### src/rtl/core/cbb_pkg.sv
// ----------------------------------------------------------------------------
// cbb_pkg
// Shared constants, codes and the reset coefficient table of the band-pass
// biquad cascade.
// ----------------------------------------------------------------------------
package cbb_pkg;

  localparam int DIGIT_BITS  = 8;
  localparam int SAMPLE_BITS = 16;
  localparam int STAGE_BITS  = 3;
  localparam int SEL_BITS    = 2;
  localparam int VALUE_BITS  = 32;
  localparam int TAPS        = 4;
  localparam int BAND_SECS   = 6;

  localparam logic KIND_SAMPLE = 1'b0;
  localparam logic KIND_COEF   = 1'b1;

  // coefficient lanes, also the order of the MAC terms
  localparam logic [SEL_BITS-1:0] SEL_B0 = 2'd0;
  localparam logic [SEL_BITS-1:0] SEL_B2 = 2'd1;
  localparam logic [SEL_BITS-1:0] SEL_A1 = 2'd2;
  localparam logic [SEL_BITS-1:0] SEL_A2 = 2'd3;

  // history slots
  localparam logic [1:0] SLOT_X1 = 2'd0;
  localparam logic [1:0] SLOT_X2 = 2'd1;
  localparam logic [1:0] SLOT_Y1 = 2'd2;
  localparam logic [1:0] SLOT_Y2 = 2'd3;

  localparam logic signed [SAMPLE_BITS-1:0] OUT_MAX = 16'sh7fff;
  localparam logic signed [SAMPLE_BITS-1:0] OUT_MIN = 16'sh8000;

  localparam logic signed [31:0] ONE_Q30 = 32'sh4000_0000;

  localparam logic signed [31:0] BAND_TABLE [BAND_SECS][TAPS] = '{
    '{32'sd26736171, -32'sd26736171, -32'sd2084132880, 32'sd1020376855},
    '{32'sd33822867, -32'sd33822867, -32'sd2077153559, 32'sd1010498431},
    '{32'sd21367462, -32'sd21367462, -32'sd2134383998, 32'sd1063541277},
    '{32'sd24373939, -32'sd24373939, -32'sd2114412400, 32'sd1052696484},
    '{32'sd40587441, -32'sd40587441, -32'sd2113123910, 32'sd1042710685},
    '{32'sd37688338, -32'sd37688338, -32'sd2091434325, 32'sd1022309591}
  };

  typedef struct packed {
    logic rd_en;
    logic hist_we;
    logic coef_we;
  } cbb_mem_ctrl_t;

  typedef struct packed {
    logic load;
    logic step;
  } cbb_mac_ctrl_t;

  // reset coefficient in Q2.30; sections past the table pass through
  function automatic logic signed [31:0] band_coef(input logic [3:0] sec,
                                                   input logic [SEL_BITS-1:0] lane);
    logic signed [31:0] v;
    if (sec < 4'(BAND_SECS)) begin
      v = BAND_TABLE[sec[2:0]][lane];
    end else if (lane == SEL_B0) begin
      v = ONE_Q30;
    end else begin
      v = '0;
    end
    return v;
  endfunction

endpackage

### src/rtl/core/cbb_if.sv
// ----------------------------------------------------------------------------
// cbb_if
// Valid/ready channels of the biquad cascade: input words and result words.
// ----------------------------------------------------------------------------
interface cbb_in_if import cbb_pkg::*; ();
  logic                          valid;
  logic                          ready;
  logic                          kind;
  logic signed [SAMPLE_BITS-1:0] sample;
  logic        [STAGE_BITS-1:0]  stage;
  logic        [SEL_BITS-1:0]    coef_sel;
  logic signed [VALUE_BITS-1:0]  coef_value;

  modport source (output valid, kind, sample, stage, coef_sel, coef_value, input ready);
  modport sink   (input valid, kind, sample, stage, coef_sel, coef_value, output ready);
endinterface

interface cbb_out_if import cbb_pkg::*; ();
  logic                          valid;
  logic                          ready;
  logic signed [SAMPLE_BITS-1:0] filtered;

  modport source (output valid, filtered, input ready);
  modport sink   (input valid, filtered, output ready);
endinterface

### src/rtl/core/cbb_store.sv
// ----------------------------------------------------------------------------
// cbb_store
// Coefficient and history memories, one row per section, with the reset
// fill sweep that loads the band-pass table and clears the history.
// ----------------------------------------------------------------------------
module cbb_store import cbb_pkg::*; #(
  parameter int NUM_SECTIONS = 6,
  parameter int COEF_BITS    = 32,
  parameter int SIGNAL_BITS  = 40
) (
  input  logic                                   clk_i,
  input  logic                                   rst_ni,
  input  cbb_mem_ctrl_t                          ctrl_i,
  input  logic [((NUM_SECTIONS > 1) ? $clog2(NUM_SECTIONS) : 1)-1:0] sec_addr_i,
  input  logic [TAPS-1:0][SIGNAL_BITS-1:0]       hist_wdata_i,
  input  logic [((NUM_SECTIONS > 1) ? $clog2(NUM_SECTIONS) : 1)-1:0] coef_addr_i,
  input  logic [SEL_BITS-1:0]                    coef_lane_i,
  input  logic [COEF_BITS-1:0]                   coef_data_i,
  output logic [TAPS-1:0][COEF_BITS-1:0]         coef_rd_o,
  output logic [TAPS-1:0][SIGNAL_BITS-1:0]       hist_rd_o,
  output logic                                   init_busy_o
);

  localparam int SEC_W     = (NUM_SECTIONS > 1) ? $clog2(NUM_SECTIONS) : 1;
  localparam int RST_SHIFT = 32 - COEF_BITS;
  localparam logic [SEC_W-1:0] LAST_SEC = SEC_W'(NUM_SECTIONS - 1);
  localparam logic signed [32:0] RST_HALF = 33'((1 << RST_SHIFT) >> 1);

  logic [TAPS-1:0][COEF_BITS-1:0]   coef_mem [NUM_SECTIONS];
  logic [TAPS-1:0][SIGNAL_BITS-1:0] hist_mem [NUM_SECTIONS];

  logic [TAPS-1:0][COEF_BITS-1:0]   coef_rd_q;
  logic [TAPS-1:0][SIGNAL_BITS-1:0] hist_rd_q;
  logic [TAPS-1:0][COEF_BITS-1:0]   rst_row;
  logic                             init_busy_q;
  logic [SEC_W-1:0]                 init_cnt_q;

  always_comb begin
    logic signed [32:0] raw;
    raw = '0;
    for (int j = 0; j < TAPS; j++) begin
      raw        = 33'(band_coef(4'(init_cnt_q), SEL_BITS'(j)));
      rst_row[j] = COEF_BITS'((raw + RST_HALF) >>> RST_SHIFT);
    end
  end

  always_ff @(posedge clk_i or negedge rst_ni) begin
    if (!rst_ni) begin
      init_busy_q <= 1'b1;
      init_cnt_q  <= '0;
    end else if (init_busy_q) begin
      if (init_cnt_q == LAST_SEC) begin
        init_busy_q <= 1'b0;
      end else begin
        init_cnt_q <= init_cnt_q + SEC_W'(1);
      end
    end
  end

  always_ff @(posedge clk_i) begin
    if (init_busy_q) begin
      coef_mem[init_cnt_q] <= rst_row;
      hist_mem[init_cnt_q] <= '0;
    end else begin
      if (ctrl_i.coef_we) begin
        coef_mem[coef_addr_i][coef_lane_i] <= coef_data_i;
      end
      if (ctrl_i.hist_we) begin
        hist_mem[sec_addr_i] <= hist_wdata_i;
      end
      if (ctrl_i.rd_en) begin
        coef_rd_q <= coef_mem[sec_addr_i];
        hist_rd_q <= hist_mem[sec_addr_i];
      end
    end
  end

  assign coef_rd_o   = coef_rd_q;
  assign hist_rd_o   = hist_rd_q;
  assign init_busy_o = init_busy_q;

endmodule

### src/rtl/core/cbb_mac.sv
// ----------------------------------------------------------------------------
// cbb_mac
// Digit-serial multiply-accumulate of one section: coefficients shift out
// one 8-bit digit per cycle while step is high, MSB digit first, over the
// four terms; the sum is rounded half up and saturated to the signal width.
// ----------------------------------------------------------------------------
module cbb_mac import cbb_pkg::*; #(
  parameter int COEF_BITS   = 32,
  parameter int SIGNAL_BITS = 40
) (
  input  logic                             clk_i,
  input  logic                             rst_ni,
  input  cbb_mac_ctrl_t                    ctrl_i,
  input  logic [TAPS-1:0][COEF_BITS-1:0]   coef_i,
  input  logic [TAPS-1:0][SIGNAL_BITS-1:0] sig_i,
  output logic                             last_o,
  output logic signed [SIGNAL_BITS-1:0]    y_o
);

  localparam int NDIG  = (COEF_BITS + DIGIT_BITS - 1) / DIGIT_BITS;
  localparam int CW    = NDIG * DIGIT_BITS;
  localparam int DIG_W = (NDIG > 1) ? $clog2(NDIG) : 1;
  localparam int ACC_W = SIGNAL_BITS + CW + 2;
  localparam int PP_W  = SIGNAL_BITS + DIGIT_BITS + 1;
  localparam int FRAC  = COEF_BITS - 2;
  localparam logic [DIG_W-1:0] LAST_DIG = DIG_W'(NDIG - 1);
  localparam logic signed [ACC_W-1:0] HALF = ACC_W'(1) <<< (FRAC - 1);
  localparam logic signed [SIGNAL_BITS-1:0] SMAX = {1'b0, {(SIGNAL_BITS-1){1'b1}}};
  localparam logic signed [SIGNAL_BITS-1:0] SMIN = {1'b1, {(SIGNAL_BITS-1){1'b0}}};

  logic [TAPS-1:0][CW-1:0]  coef_sh_q;
  logic signed [ACC_W-1:0]  acc_q, acc_d;
  logic [SEL_BITS-1:0]      term_q;
  logic [DIG_W-1:0]         dig_q;

  logic [DIGIT_BITS-1:0]        digit;
  logic signed [DIGIT_BITS:0]   dsig;
  logic signed [PP_W-1:0]       pp;
  logic signed [ACC_W-1:0]      base;
  logic signed [ACC_W-1:0]      rnd;
  logic signed [ACC_W-1:0]      yf;
  logic                         ovf_pos, ovf_neg;

  always_comb begin
    digit = coef_sh_q[term_q][CW-1 -: DIGIT_BITS];
    dsig  = (dig_q == '0) ? {digit[DIGIT_BITS-1], digit} : {1'b0, digit};
    pp    = $signed(sig_i[term_q]) * dsig;
    base  = (term_q == SEL_B0) ? (acc_q <<< DIGIT_BITS) : acc_q;
    if (term_q == SEL_A1 || term_q == SEL_A2) begin
      acc_d = base - ACC_W'(pp);
    end else begin
      acc_d = base + ACC_W'(pp);
    end
  end

  always_ff @(posedge clk_i or negedge rst_ni) begin
    if (!rst_ni) begin
      term_q <= SEL_B0;
      dig_q  <= '0;
    end else if (ctrl_i.load) begin
      term_q <= SEL_B0;
      dig_q  <= '0;
    end else if (ctrl_i.step) begin
      term_q <= term_q + SEL_BITS'(1);
      if (term_q == SEL_A2) begin
        dig_q <= dig_q + DIG_W'(1);
      end
    end
  end

  always_ff @(posedge clk_i) begin
    if (ctrl_i.load) begin
      acc_q <= '0;
      for (int k = 0; k < TAPS; k++) begin
        coef_sh_q[k] <= CW'($signed(coef_i[k]));
      end
    end else if (ctrl_i.step) begin
      acc_q <= acc_d;
      if (term_q == SEL_A2) begin
        for (int k = 0; k < TAPS; k++) begin
          coef_sh_q[k] <= coef_sh_q[k] << DIGIT_BITS;
        end
      end
    end
  end

  assign last_o = (term_q == SEL_A2) && (dig_q == LAST_DIG);

  always_comb begin
    rnd     = acc_q + HALF;
    yf      = rnd >>> FRAC;
    ovf_pos = !yf[ACC_W-1] && (|yf[ACC_W-1:SIGNAL_BITS-1]);
    ovf_neg = yf[ACC_W-1] && !(&yf[ACC_W-1:SIGNAL_BITS-1]);
    if (ovf_pos) begin
      y_o = SMAX;
    end else if (ovf_neg) begin
      y_o = SMIN;
    end else begin
      y_o = yf[SIGNAL_BITS-1:0];
    end
  end

endmodule

### src/rtl/core/cascaded_biquad_bandpass_top.sv
// ----------------------------------------------------------------------------
// cascaded_biquad_bandpass_top
// Cascade of NUM_SECTIONS band-pass biquads (direct form I, b1 = 0).
// in_i takes words of two kinds: an audio sample (kind 0) or a write of one
// Q2.30 coefficient (kind 1), which yields no word.
// out_o carries one filtered 16-bit sample per audio word.
// A sample runs per section: one memory read, one load, 4*NDIG digit steps
// of the shared 8-bit digit MAC (NDIG = COEF_BITS/8 rounded up), one write
// back; after the last section the result enters the output register, and
// the next word is taken in the cycle after that.
// After reset a fill sweep over all NUM_SECTIONS sections loads the coefficient
// table and clears the history; in_i.ready stays low meanwhile.
// A stalled receiver holds the result in the output register; one more
// sample may finish and then waits until that register frees.
// ----------------------------------------------------------------------------
module cascaded_biquad_bandpass_top import cbb_pkg::*; #(
  parameter int NUM_SECTIONS = 6,
  parameter int COEF_BITS    = 32,
  parameter int SIGNAL_BITS  = 40
) (
  input  logic      clk_i,
  input  logic      rst_ni,
  cbb_in_if.sink    in_i,
  cbb_out_if.source out_o
);

  localparam int SEC_W = (NUM_SECTIONS > 1) ? $clog2(NUM_SECTIONS) : 1;
  localparam int QW    = SIGNAL_BITS - SAMPLE_BITS;
  localparam logic [SEC_W-1:0] LAST_SEC = SEC_W'(NUM_SECTIONS - 1);

  localparam logic [2:0] ST_IDLE = 3'd0;
  localparam logic [2:0] ST_READ = 3'd1;
  localparam logic [2:0] ST_LOAD = 3'd2;
  localparam logic [2:0] ST_MAC  = 3'd3;
  localparam logic [2:0] ST_WRAP = 3'd4;
  localparam logic [2:0] ST_OUT  = 3'd5;

  logic [2:0]                    state_q, state_d;
  logic [SEC_W-1:0]              sec_q, sec_d;
  logic signed [SIGNAL_BITS-1:0] x_q, x_d;
  logic                          out_valid_q, out_valid_d;
  logic signed [SAMPLE_BITS-1:0] filtered_q;

  cbb_mem_ctrl_t                    mem_ctrl;
  cbb_mac_ctrl_t                    mac_ctrl;
  logic [TAPS-1:0][COEF_BITS-1:0]   coef_rd;
  logic [TAPS-1:0][SIGNAL_BITS-1:0] hist_rd;
  logic [TAPS-1:0][SIGNAL_BITS-1:0] hist_wdata;
  logic [TAPS-1:0][SIGNAL_BITS-1:0] sig;
  logic                             init_busy;
  logic                             mac_last;
  logic signed [SIGNAL_BITS-1:0]    mac_y;
  logic                             in_ready;
  logic                             in_take;
  logic                             stage_ok;
  logic                             out_load;

  logic signed [QW-1:0]          quot;
  logic [QW-SAMPLE_BITS:0]       quot_hi;
  logic signed [SAMPLE_BITS-1:0] filtered_d;

  cbb_store #(
    .NUM_SECTIONS (NUM_SECTIONS),
    .COEF_BITS    (COEF_BITS),
    .SIGNAL_BITS  (SIGNAL_BITS)
  ) u_store (
    .clk_i        (clk_i),
    .rst_ni       (rst_ni),
    .ctrl_i       (mem_ctrl),
    .sec_addr_i   (sec_q),
    .hist_wdata_i (hist_wdata),
    .coef_addr_i  (SEC_W'(in_i.stage)),
    .coef_lane_i  (in_i.coef_sel),
    .coef_data_i  (in_i.coef_value[COEF_BITS-1:0]),
    .coef_rd_o    (coef_rd),
    .hist_rd_o    (hist_rd),
    .init_busy_o  (init_busy)
  );

  assign sig[SEL_B0] = x_q;
  assign sig[SEL_B2] = hist_rd[SLOT_X2];
  assign sig[SEL_A1] = hist_rd[SLOT_Y1];
  assign sig[SEL_A2] = hist_rd[SLOT_Y2];

  cbb_mac #(
    .COEF_BITS   (COEF_BITS),
    .SIGNAL_BITS (SIGNAL_BITS)
  ) u_mac (
    .clk_i  (clk_i),
    .rst_ni (rst_ni),
    .ctrl_i (mac_ctrl),
    .coef_i (coef_rd),
    .sig_i  (sig),
    .last_o (mac_last),
    .y_o    (mac_y)
  );

  assign hist_wdata[SLOT_X1] = x_q;
  assign hist_wdata[SLOT_X2] = hist_rd[SLOT_X1];
  assign hist_wdata[SLOT_Y1] = mac_y;
  assign hist_wdata[SLOT_Y2] = hist_rd[SLOT_Y1];

  assign in_ready = (state_q == ST_IDLE) && !init_busy;
  assign in_take  = in_i.valid && in_ready;
  assign stage_ok = 32'(in_i.stage) < 32'(NUM_SECTIONS);
  assign out_load = (state_q == ST_OUT) && (!out_valid_q || out_o.ready);

  always_comb begin
    state_d          = state_q;
    sec_d            = sec_q;
    x_d              = x_q;
    mem_ctrl         = '0;
    mac_ctrl         = '0;
    unique case (state_q)
      ST_IDLE: begin
        if (in_take) begin
          if (in_i.kind == KIND_COEF) begin
            mem_ctrl.coef_we = stage_ok;
          end else begin
            x_d     = SIGNAL_BITS'($signed(in_i.sample)) <<< SAMPLE_BITS;
            sec_d   = '0;
            state_d = ST_READ;
          end
        end
      end
      ST_READ: begin
        mem_ctrl.rd_en = 1'b1;
        state_d        = ST_LOAD;
      end
      ST_LOAD: begin
        mac_ctrl.load = 1'b1;
        state_d       = ST_MAC;
      end
      ST_MAC: begin
        mac_ctrl.step = 1'b1;
        if (mac_last) begin
          state_d = ST_WRAP;
        end
      end
      ST_WRAP: begin
        mem_ctrl.hist_we = 1'b1;
        x_d              = mac_y;
        if (sec_q == LAST_SEC) begin
          state_d = ST_OUT;
        end else begin
          sec_d   = sec_q + SEC_W'(1);
          state_d = ST_READ;
        end
      end
      ST_OUT: begin
        if (out_load) begin
          state_d = ST_IDLE;
        end
      end
      default: begin
        state_d = ST_IDLE;
      end
    endcase
  end

  // truncate toward zero, then saturate to 16 bits
  always_comb begin
    quot    = $signed(x_q[SIGNAL_BITS-1:SAMPLE_BITS])
              + QW'(x_q[SIGNAL_BITS-1] && (|x_q[SAMPLE_BITS-1:0]));
    quot_hi = quot[QW-1:SAMPLE_BITS-1];
    if (!quot[QW-1] && (|quot_hi)) begin
      filtered_d = OUT_MAX;
    end else if (quot[QW-1] && !(&quot_hi)) begin
      filtered_d = OUT_MIN;
    end else begin
      filtered_d = quot[SAMPLE_BITS-1:0];
    end
  end

  always_comb begin
    out_valid_d = out_valid_q;
    if (out_load) begin
      out_valid_d = 1'b1;
    end else if (out_o.ready) begin
      out_valid_d = 1'b0;
    end
  end

  always_ff @(posedge clk_i or negedge rst_ni) begin
    if (!rst_ni) begin
      state_q     <= ST_IDLE;
      sec_q       <= '0;
      out_valid_q <= 1'b0;
    end else begin
      state_q     <= state_d;
      sec_q       <= sec_d;
      out_valid_q <= out_valid_d;
    end
  end

  always_ff @(posedge clk_i) begin
    x_q <= x_d;
    if (out_load) begin
      filtered_q <= filtered_d;
    end
  end

  assign in_i.ready     = in_ready;
  assign out_o.valid    = out_valid_q;
  assign out_o.filtered = filtered_q;

`ifndef SYNTH
  a_out_from_last: assert property (@(posedge clk_i) disable iff (!rst_ni)
    $rose(out_valid_q) |-> $past(state_q == ST_OUT))
    else $error("result word raised outside the output state");

  a_sec_range: assert property (@(posedge clk_i) disable iff (!rst_ni)
    sec_q <= LAST_SEC)
    else $error("section index past the last section");

  a_no_take_in_fill: assert property (@(posedge clk_i) disable iff (!rst_ni)
    init_busy |-> !in_i.ready)
    else $error("input taken during the memory fill sweep");

  a_wrap_after_mac: assert property (@(posedge clk_i) disable iff (!rst_ni)
    (state_q == ST_WRAP) |-> $past(state_q == ST_MAC && mac_last))
    else $error("write back without a finished MAC pass");
`endif

endmodule

### src/flat_wrapper.sv
// flat-port wrapper written by rule: the top's interface ports become plain ports
module cascaded_biquad_bandpass_top_flat import cbb_pkg::*;
#(
  parameter int NUM_SECTIONS = 6,
  parameter int COEF_BITS    = 32,
  parameter int SIGNAL_BITS  = 40
)
  (clk_i, rst_ni, in_i_valid, in_i_kind, in_i_sample, in_i_stage, in_i_coef_sel, in_i_coef_value, in_i_ready, out_o_valid, out_o_filtered, out_o_ready);
  cbb_in_if in_i_i ();
  cbb_out_if out_o_i ();
  input  logic clk_i;
  input  logic rst_ni;
  input wire logic [$bits(in_i_i.valid)-1:0] in_i_valid;
  input wire logic [$bits(in_i_i.kind)-1:0] in_i_kind;
  input wire logic [$bits(in_i_i.sample)-1:0] in_i_sample;
  input wire logic [$bits(in_i_i.stage)-1:0] in_i_stage;
  input wire logic [$bits(in_i_i.coef_sel)-1:0] in_i_coef_sel;
  input wire logic [$bits(in_i_i.coef_value)-1:0] in_i_coef_value;
  output wire logic [$bits(in_i_i.ready)-1:0] in_i_ready;
  output wire logic [$bits(out_o_i.valid)-1:0] out_o_valid;
  output wire logic [$bits(out_o_i.filtered)-1:0] out_o_filtered;
  input wire logic [$bits(out_o_i.ready)-1:0] out_o_ready;
  assign in_i_i.valid = in_i_valid;
  assign in_i_i.kind = in_i_kind;
  assign in_i_i.sample = in_i_sample;
  assign in_i_i.stage = in_i_stage;
  assign in_i_i.coef_sel = in_i_coef_sel;
  assign in_i_i.coef_value = in_i_coef_value;
  assign in_i_ready = in_i_i.ready;
  assign out_o_valid = out_o_i.valid;
  assign out_o_filtered = out_o_i.filtered;
  assign out_o_i.ready = out_o_ready;
  cascaded_biquad_bandpass_top #(.NUM_SECTIONS(NUM_SECTIONS), .COEF_BITS(COEF_BITS), .SIGNAL_BITS(SIGNAL_BITS)) u_core (.clk_i(clk_i), .rst_ni(rst_ni), .in_i(in_i_i), .out_o(out_o_i));
endmodule
### config.mk
export PLATFORM = sky130hd
export DESIGN_NAME = cascaded_biquad_bandpass_top_flat
export DESIGN_NICKNAME = d
export VERILOG_FILES = /design/src/rtl/core/cbb_pkg.sv /design/src/rtl/core/cbb_if.sv /design/src/rtl/core/cbb_store.sv /design/src/rtl/core/cbb_mac.sv /design/src/rtl/core/cascaded_biquad_bandpass_top.sv /design/src/flat_wrapper.sv
export SDC_FILE = /design/constraint.sdc
export NUM_CORES = 2
export LEC_CHECK = 0
export BUFFER_PORTS_ARGS = -buffer_cell sky130_fd_sc_hd__buf_2
export CORE_MARGIN = 2
export CORE_UTILIZATION = 40
export CTS_CLUSTER_SIZE = 30
export DETAILED_ROUTE_END_ITERATION = 10
export PLACE_DENSITY = 0.6
export SLEW_MARGIN = 25
export SYNTH_ARGS = -nofsm -noshare
export SYNTH_HDL_FRONTEND = slang
export SYNTH_HIERARCHICAL = 1
export SYNTH_SLANG_ARGS = --single-unit
### constraint.sdc
create_clock -name clk_i -period 13.36 [get_ports clk_i]
set_input_delay 0.668 -clock clk_i [delete_from_list [all_inputs] [get_ports clk_i]]
set_output_delay 0.668 -clock clk_i [all_outputs]
set_load 0.01 [all_outputs]
# After elaboration in Yosys (flattened, before gate mapping)
# Memory sizes are Yosys's and may differ from the RTL's. A register that Yosys moved wholly into a read port is not among the register bits.
# Cells that the tools add are included.
# totals
n_memories	3
out_inout_bits	18
ramBits	1728
input_bits	58
rom_bits	1024
reg_bits	273
# memory_table
memory	words	width	read_ports	rd_clocked_by_memory_dff	write_ports	line	text
(no name shown)	8	128	1	0	0	cbb_pkg.sv:61	v = BAND_TABLE[sec[2:0]][lane];
u_core.u_store.hist_mem	6	160	1	1	1	cbb_store.sv:30	logic [TAPS-1:0][SIGNAL_BITS-1:0] hist_mem [NUM_SECTIONS];
u_core.u_store.coef_mem	6	128	1	1	1	cbb_store.sv:29	logic [TAPS-1:0][COEF_BITS-1:0] coef_mem [NUM_SECTIONS];
# op_classes
n_addsub	8
n_reduce_logical	38
n_eq_ne	15
order_cmp	6
muxes	64
mul	1
n_bitwise	3
# ops
op	count
$mux 128	8
$mux 40	5
$mux 32	6
$mux 160	1
$reduce_or 160->1	1
$mux 74	2
$reduce_or 128->1	1
$bmux 40 s2	1
$pmux 40 s2	1
$add 74x31->74 const B	1
$add 74x49->74	1
$sub 74x49->74	1
$bmux 32 s2	1
$demux 32 s2	1
$mul 40x9->49	1
$mux 3	10
$add 24x1->24	1
$mux 1	19
$pmux 3 s6	1
$mux 16	1
$reduce_or 16->1	1
$eq 3x3->1 const B	4
$logic_and 1x1->1	10
$mux 2	5
other kinds (27)	51

# Longest topological paths before layout
# depth
ltp_word	10
mapped_depth	49
ltp_nobuf	44

# By module
# Netlist, hierarchy kept.
# modules_own_cells
module	area_per_inst_um2	cells_per_inst	n_inst
cbb_store	76991.3	3489	1
cbb_mac	28292.1	3068	1
cascaded_biquad_bandpass_top	3348.2	266	1

# Least setup slack after synthesis
# Ideal clock, no wire load.
# synth_timing
path_kind	register to register
from	register u_core.state_q[0]
to	register u_core.u_store.coef_rd_q (netlist bit u_core/u_store/coef_rd_o[0]) (enable)
arrival_ns	13.386
period_less_slack_ns	14.358
t_required_ns	12.388
setup_slack_ns	-0.998
setup_time_ns	0.972
stages_incl_launch_ff	5
n_path_buf	1
path_cell_list	dfrtp_1 clkbuf_1 inv_1 nor3_1 nor2b_1
# synth_lines
element	line	text
from (decl)	cascaded_biquad_bandpass_top.sv:38	logic [2:0] state_q, state_d;
from (signal assigned)	cascaded_biquad_bandpass_top.sv:190	state_q <= state_d;
to (signal assigned)	cbb_store.sv:72	coef_rd_q <= coef_mem[sec_addr_i];
to (decl)	cbb_store.sv:32	logic [TAPS-1:0][COEF_BITS-1:0] coef_rd_q;

# Worst setup path after layout
# layout_timing
from	register u_core.u_mac.term_q[1]
to	register u_core.u_mac.acc_q[72]
# layout_between
elab_chain_cells	6
# layout_rtl
element	line	text
from (decl)	cbb_mac.sv:33	logic [SEL_BITS-1:0] term_q;
from (signal assigned)	cbb_mac.sv:64	term_q <= term_q + SEL_BITS'(1);
$bmux 32 s2	cbb_mac.sv:45	digit = coef_sh_q[term_q][CW-1 -: DIGIT_BITS];
$mux 32 (not written as such)	cbb_mac.sv:45	
$mux 9	cbb_mac.sv:46	dsig = (dig_q == '0) ? {digit[DIGIT_BITS-1], digit} : {1'b0, digit};
$mul 40x9->49	cbb_mac.sv:47	pp = $signed(sig_i[term_q]) * dsig;
$add 74x49->74 or $sub 74x49->74 (tied branches)	cbb_mac.sv:52, cbb_mac.sv:50	
$mux 74 (*)	cbb_mac.sv:49	if (term_q == SEL_A1 || term_q == SEL_A2) begin
to (signal assigned)	cbb_mac.sv:73	acc_q <= '0;
to (signal assigned)	cbb_mac.sv:78	acc_q <= acc_d;
to (decl)	cbb_mac.sv:32	logic signed [ACC_W-1:0] acc_q, acc_d;
# Every way passes the cells marked *; elsewhere a longest branch is shown, timed or not. The select of a mux whose other input is x is not followed.
# A chain may end at the register's enable or synchronous reset.

==> flow_metrics.tcl <==
set metrics [dict create \
    outcome "finished, final reports clean" \
    drcViolationCount 0 \
    grt_pass1_wl_um 402000 \
    io_pins 76 \
    fill_cells 23679 \
    grt_pass1_vias 60897 \
    preCtsSetupSlack_ps 1280 \
    netlist_area_um2 109000 \
    syn-num-nets 7372 \
    area_delta_synth_final_pct 11.3 \
    slew_viol_final 0 \
    synth.distinct_cells 102 \
    startpoint_type "register" \
    vias 58343 \
    grt_antenna_before_repair 17 \
    holdCritStartpoint "in_i_sample[12]" \
    arrival_ps 12970 \
    synth_top_flop_cell "edfxtp_1" \
    ys_warn_count 6 \
    fin_setup_tns_ps 0 \
    finalCriticalPeriod_ps 12230 \
    clk_pin_slew_ps 60 \
    r2r-start "u_core/u_mac/term_q[1]$_DFFE_PN0P_" \
    nNetsFinal 7492 \
    ys_ff_latch 2289 \
    vias_per_cell 5.45 \
    synth.area.top_cells "edfxtp_1 (61%), mux4_2 (6.4%), fa_1 (5.3%)" \
    clk_latency_ps 920 \
    final_layout_size_suffix_gt1_share_pct 20.5 \
    reg2reg_depth 37 \
    maxCapViolCount 0 \
    path_common_cell "a21oi_1" \
    cts_buffers 238 \
    min_to "u_core/x_q[28]$_DFFE_PP_" \
    drt_iter0_drc 4726 \
    finalClockSkew_ps 132 \
    critPathSlowestCell "dfrtp_4" \
    yosysSeqAreaShare_pct 62.5 \
    initial_core_util_pct 40.2 \
    place_congestion 0.920 \
    hold_path.class "input pin to register" \
    holdPathStages 2 \
    synth_largest_area_cell "edfxtp_1" \
    cts-root-buf "clkbuf_16" \
    fmax_mhz 81.8 \
    dp.final_hpwl_um 172000 \
    async_flop_share_pct 0.655 \
    rsz0062_at_grt "no" \
    synth-edff-count 2200 \
    dieHeight_um 525 \
    grt_start_max_net_pins 152 \
    syn_avg_cell_area_um2 15.9 \
    cts_tree "done" \
    syn_inst 6823 \
    dieArea_um2 276000 \
    setup_slack_ps 1130 \
    rrSetupSlack_ps 1130 \
    period_share_pct 91.5 \
    drtAntennaViolNets 0 \
    htree_levels 4 \
    row_count 191 \
    cts_buffer_depth 4 \
    die_x_um 525 \
    first_pass_iters 6 \
    timing.final.hold_violations 0 \
    coreArea_um2 271000 \
    hold_ws_ps 121 \
    totalWireLength_um 268000 \
    yosys-top-cells-count "edfxtp_1 (2200), mux2_2 (481), nor2_1 (395)" \
    wl_per_cell_um 25.0 \
    track_usage_pct 19.3 \
    tightest_slew_ps 1140 \
    cp.required_ps 14110 \
    portBuffers 75 \
    path_class "register to register" \
    cpPeakStageDelay_ps 740 \
    r2r-end "u_core/u_mac/acc_q[72]$_SDFFE_PP0P_" \
    synth_top_area_share_pct 60.8 \
    path_max_fanout 32 \
    cts.sinks 2289 \
    setup-violations-final 0 \
    overflow 0 \
    yosysMostFrequentCell "edfxtp_1" \
    cp-end-kind "register" \
    max-slew-margin-rel_pct 23.4 \
]
[cell type report]
cell class	instances	area, um^2	share of cell area, %
inverters	254	953	0.788
clock inverters	137	1350	1.12
multi-input cells	3952	38500	31.8
clock buffers	286	6230	5.15
well taps	3570	4470	3.69
repair buffers	208	1470	1.21
flip-flops and latches	2289	67900	56.2
diodes	7	17.5	0.0145
[cells in the final DEF (no fill, tap or decap), types with 12 or more instances in the layout]
cell type and count:
mux2i_1 85, dfxtp_1 74, a31o_2 17, o31ai_1 13
ha_1 202, nor3_1 30, clkbuf_1 41, buf_4 124
nand3_1 62, nand4_1 36, xor2_1 87, and3_1 46
edfxtp_1 2200, fa_1 288, buf_2 75, a211oi_1 20
or2_2 13, a31oi_1 21, clkinv_2 36, nand2_1 364
a21oi_1 168, nand2b_1 27, o21bai_1 20, o21ai_0 187
o21a_1 50, mux2_2 481, nor2_1 361, bufinv_16 25
mux2_1 309, xnor2_1 131, inv_1 253, a21o_1 73
o21ai_1 24, and2_1 258, nor2_4 33, mux4_2 309
clkinv_1 58, nor2b_1 38, clkbuf_16 240, nor4_1 12
[worst max path at each step]
stage / startpoint / endpoint / slack, ps
4_1_cts: u_core/u_mac/term_q[1]$_DFFE_PN0P_ / u_core/u_mac/acc_q[73]$_SDFFE_PP0P_ / 1180
2_1_floorplan: u_core/u_mac/term_q[1]$_DFFE_PN0P_ / u_core/u_mac/acc_q[73]$_SDFFE_PP0P_ / 2600
3_3_place_gp: u_core/u_mac/term_q[1]$_DFFE_PN0P_ / u_core/u_mac/acc_q[73]$_SDFFE_PP0P_ / 1310
6_report: u_core/u_mac/term_q[1]$_DFFE_PN0P_ / u_core/u_mac/acc_q[72]$_SDFFE_PP0P_ / 1130
3_5_place_dp: u_core/u_mac/term_q[1]$_DFFE_PN0P_ / u_core/u_mac/acc_q[73]$_SDFFE_PP0P_ / 1280
5_1_grt: u_core/u_mac/term_q[1]$_DFFE_PN0P_ / u_core/u_mac/acc_q[72]$_SDFFE_PP0P_ / 420
[flip-flops by register name, indices dropped and copies added, names as in the netlist, 16 cells and up]
register / flops
u_core/u_mac/coef_sh_q: 128
u_core/u_store/hist_rd_o: 160
u_core/u_store/coef_rd_o: 128
u_core/u_store/coef_mem: 768
u_core/u_store/hist_mem: 960
u_core/out_o.filtered: 16
u_core/x_q: 40
u_core/u_mac/acc_q: 74
[layer usage]
layer	vias to the layer above	GRT usage, %	wire length [um]
met5	-	0	63
li1	25977	-	-
met2	1428	32.5	131000
met3	372	2.42	11800
met4	10	5.58	7660
met1	30556	26.3	117000
[timing repair]
item                                    4_1_cts  5_1_grt
hold buffers                                  1        0
setup buffers                                 0        0
resized for setup                             0        0
hold endpoints to repair                     14        0
endpoints found under the setup margin        0        0
[kinds of logic after synthesis]
family	synth area share (%)
AOI/OAI and AO/OA	4.05
DFF	62.5
and+or+nand+nor	6.27
adders and majority gates	7.65
muxes	15.4
buffers and inverters	2.35
xor gates and xnor gates	1.77
[metrics by stage]
step / cell area, um^2 / instances / util [%]
finish: 121000 / 10703 / 44.7
global route: 121000 / 10699 / 44.7
CTS: 121000 / 10696 / 44.7
detailed placement: 113000 / 10272 / 41.9
global placement: 113000 / 10272 / 41.9
floorplan: 109000 / 6823 / -
[critical path: cells and delay by family, from the launching register on]
family	cells	cell delay [ps]
AOI/OAI and AO/OA	18	4460
adders and majority gates	7	3180
and+or+nand+nor	8	2360
DFF	1	740
buffers and inverters	1	430
xor gates and xnor gates	2	430
muxes	1	420
Power is left out: the tool's default activity adds up to more than one toggle a clock period on the data nets, which glitch-free logic cannot reach.
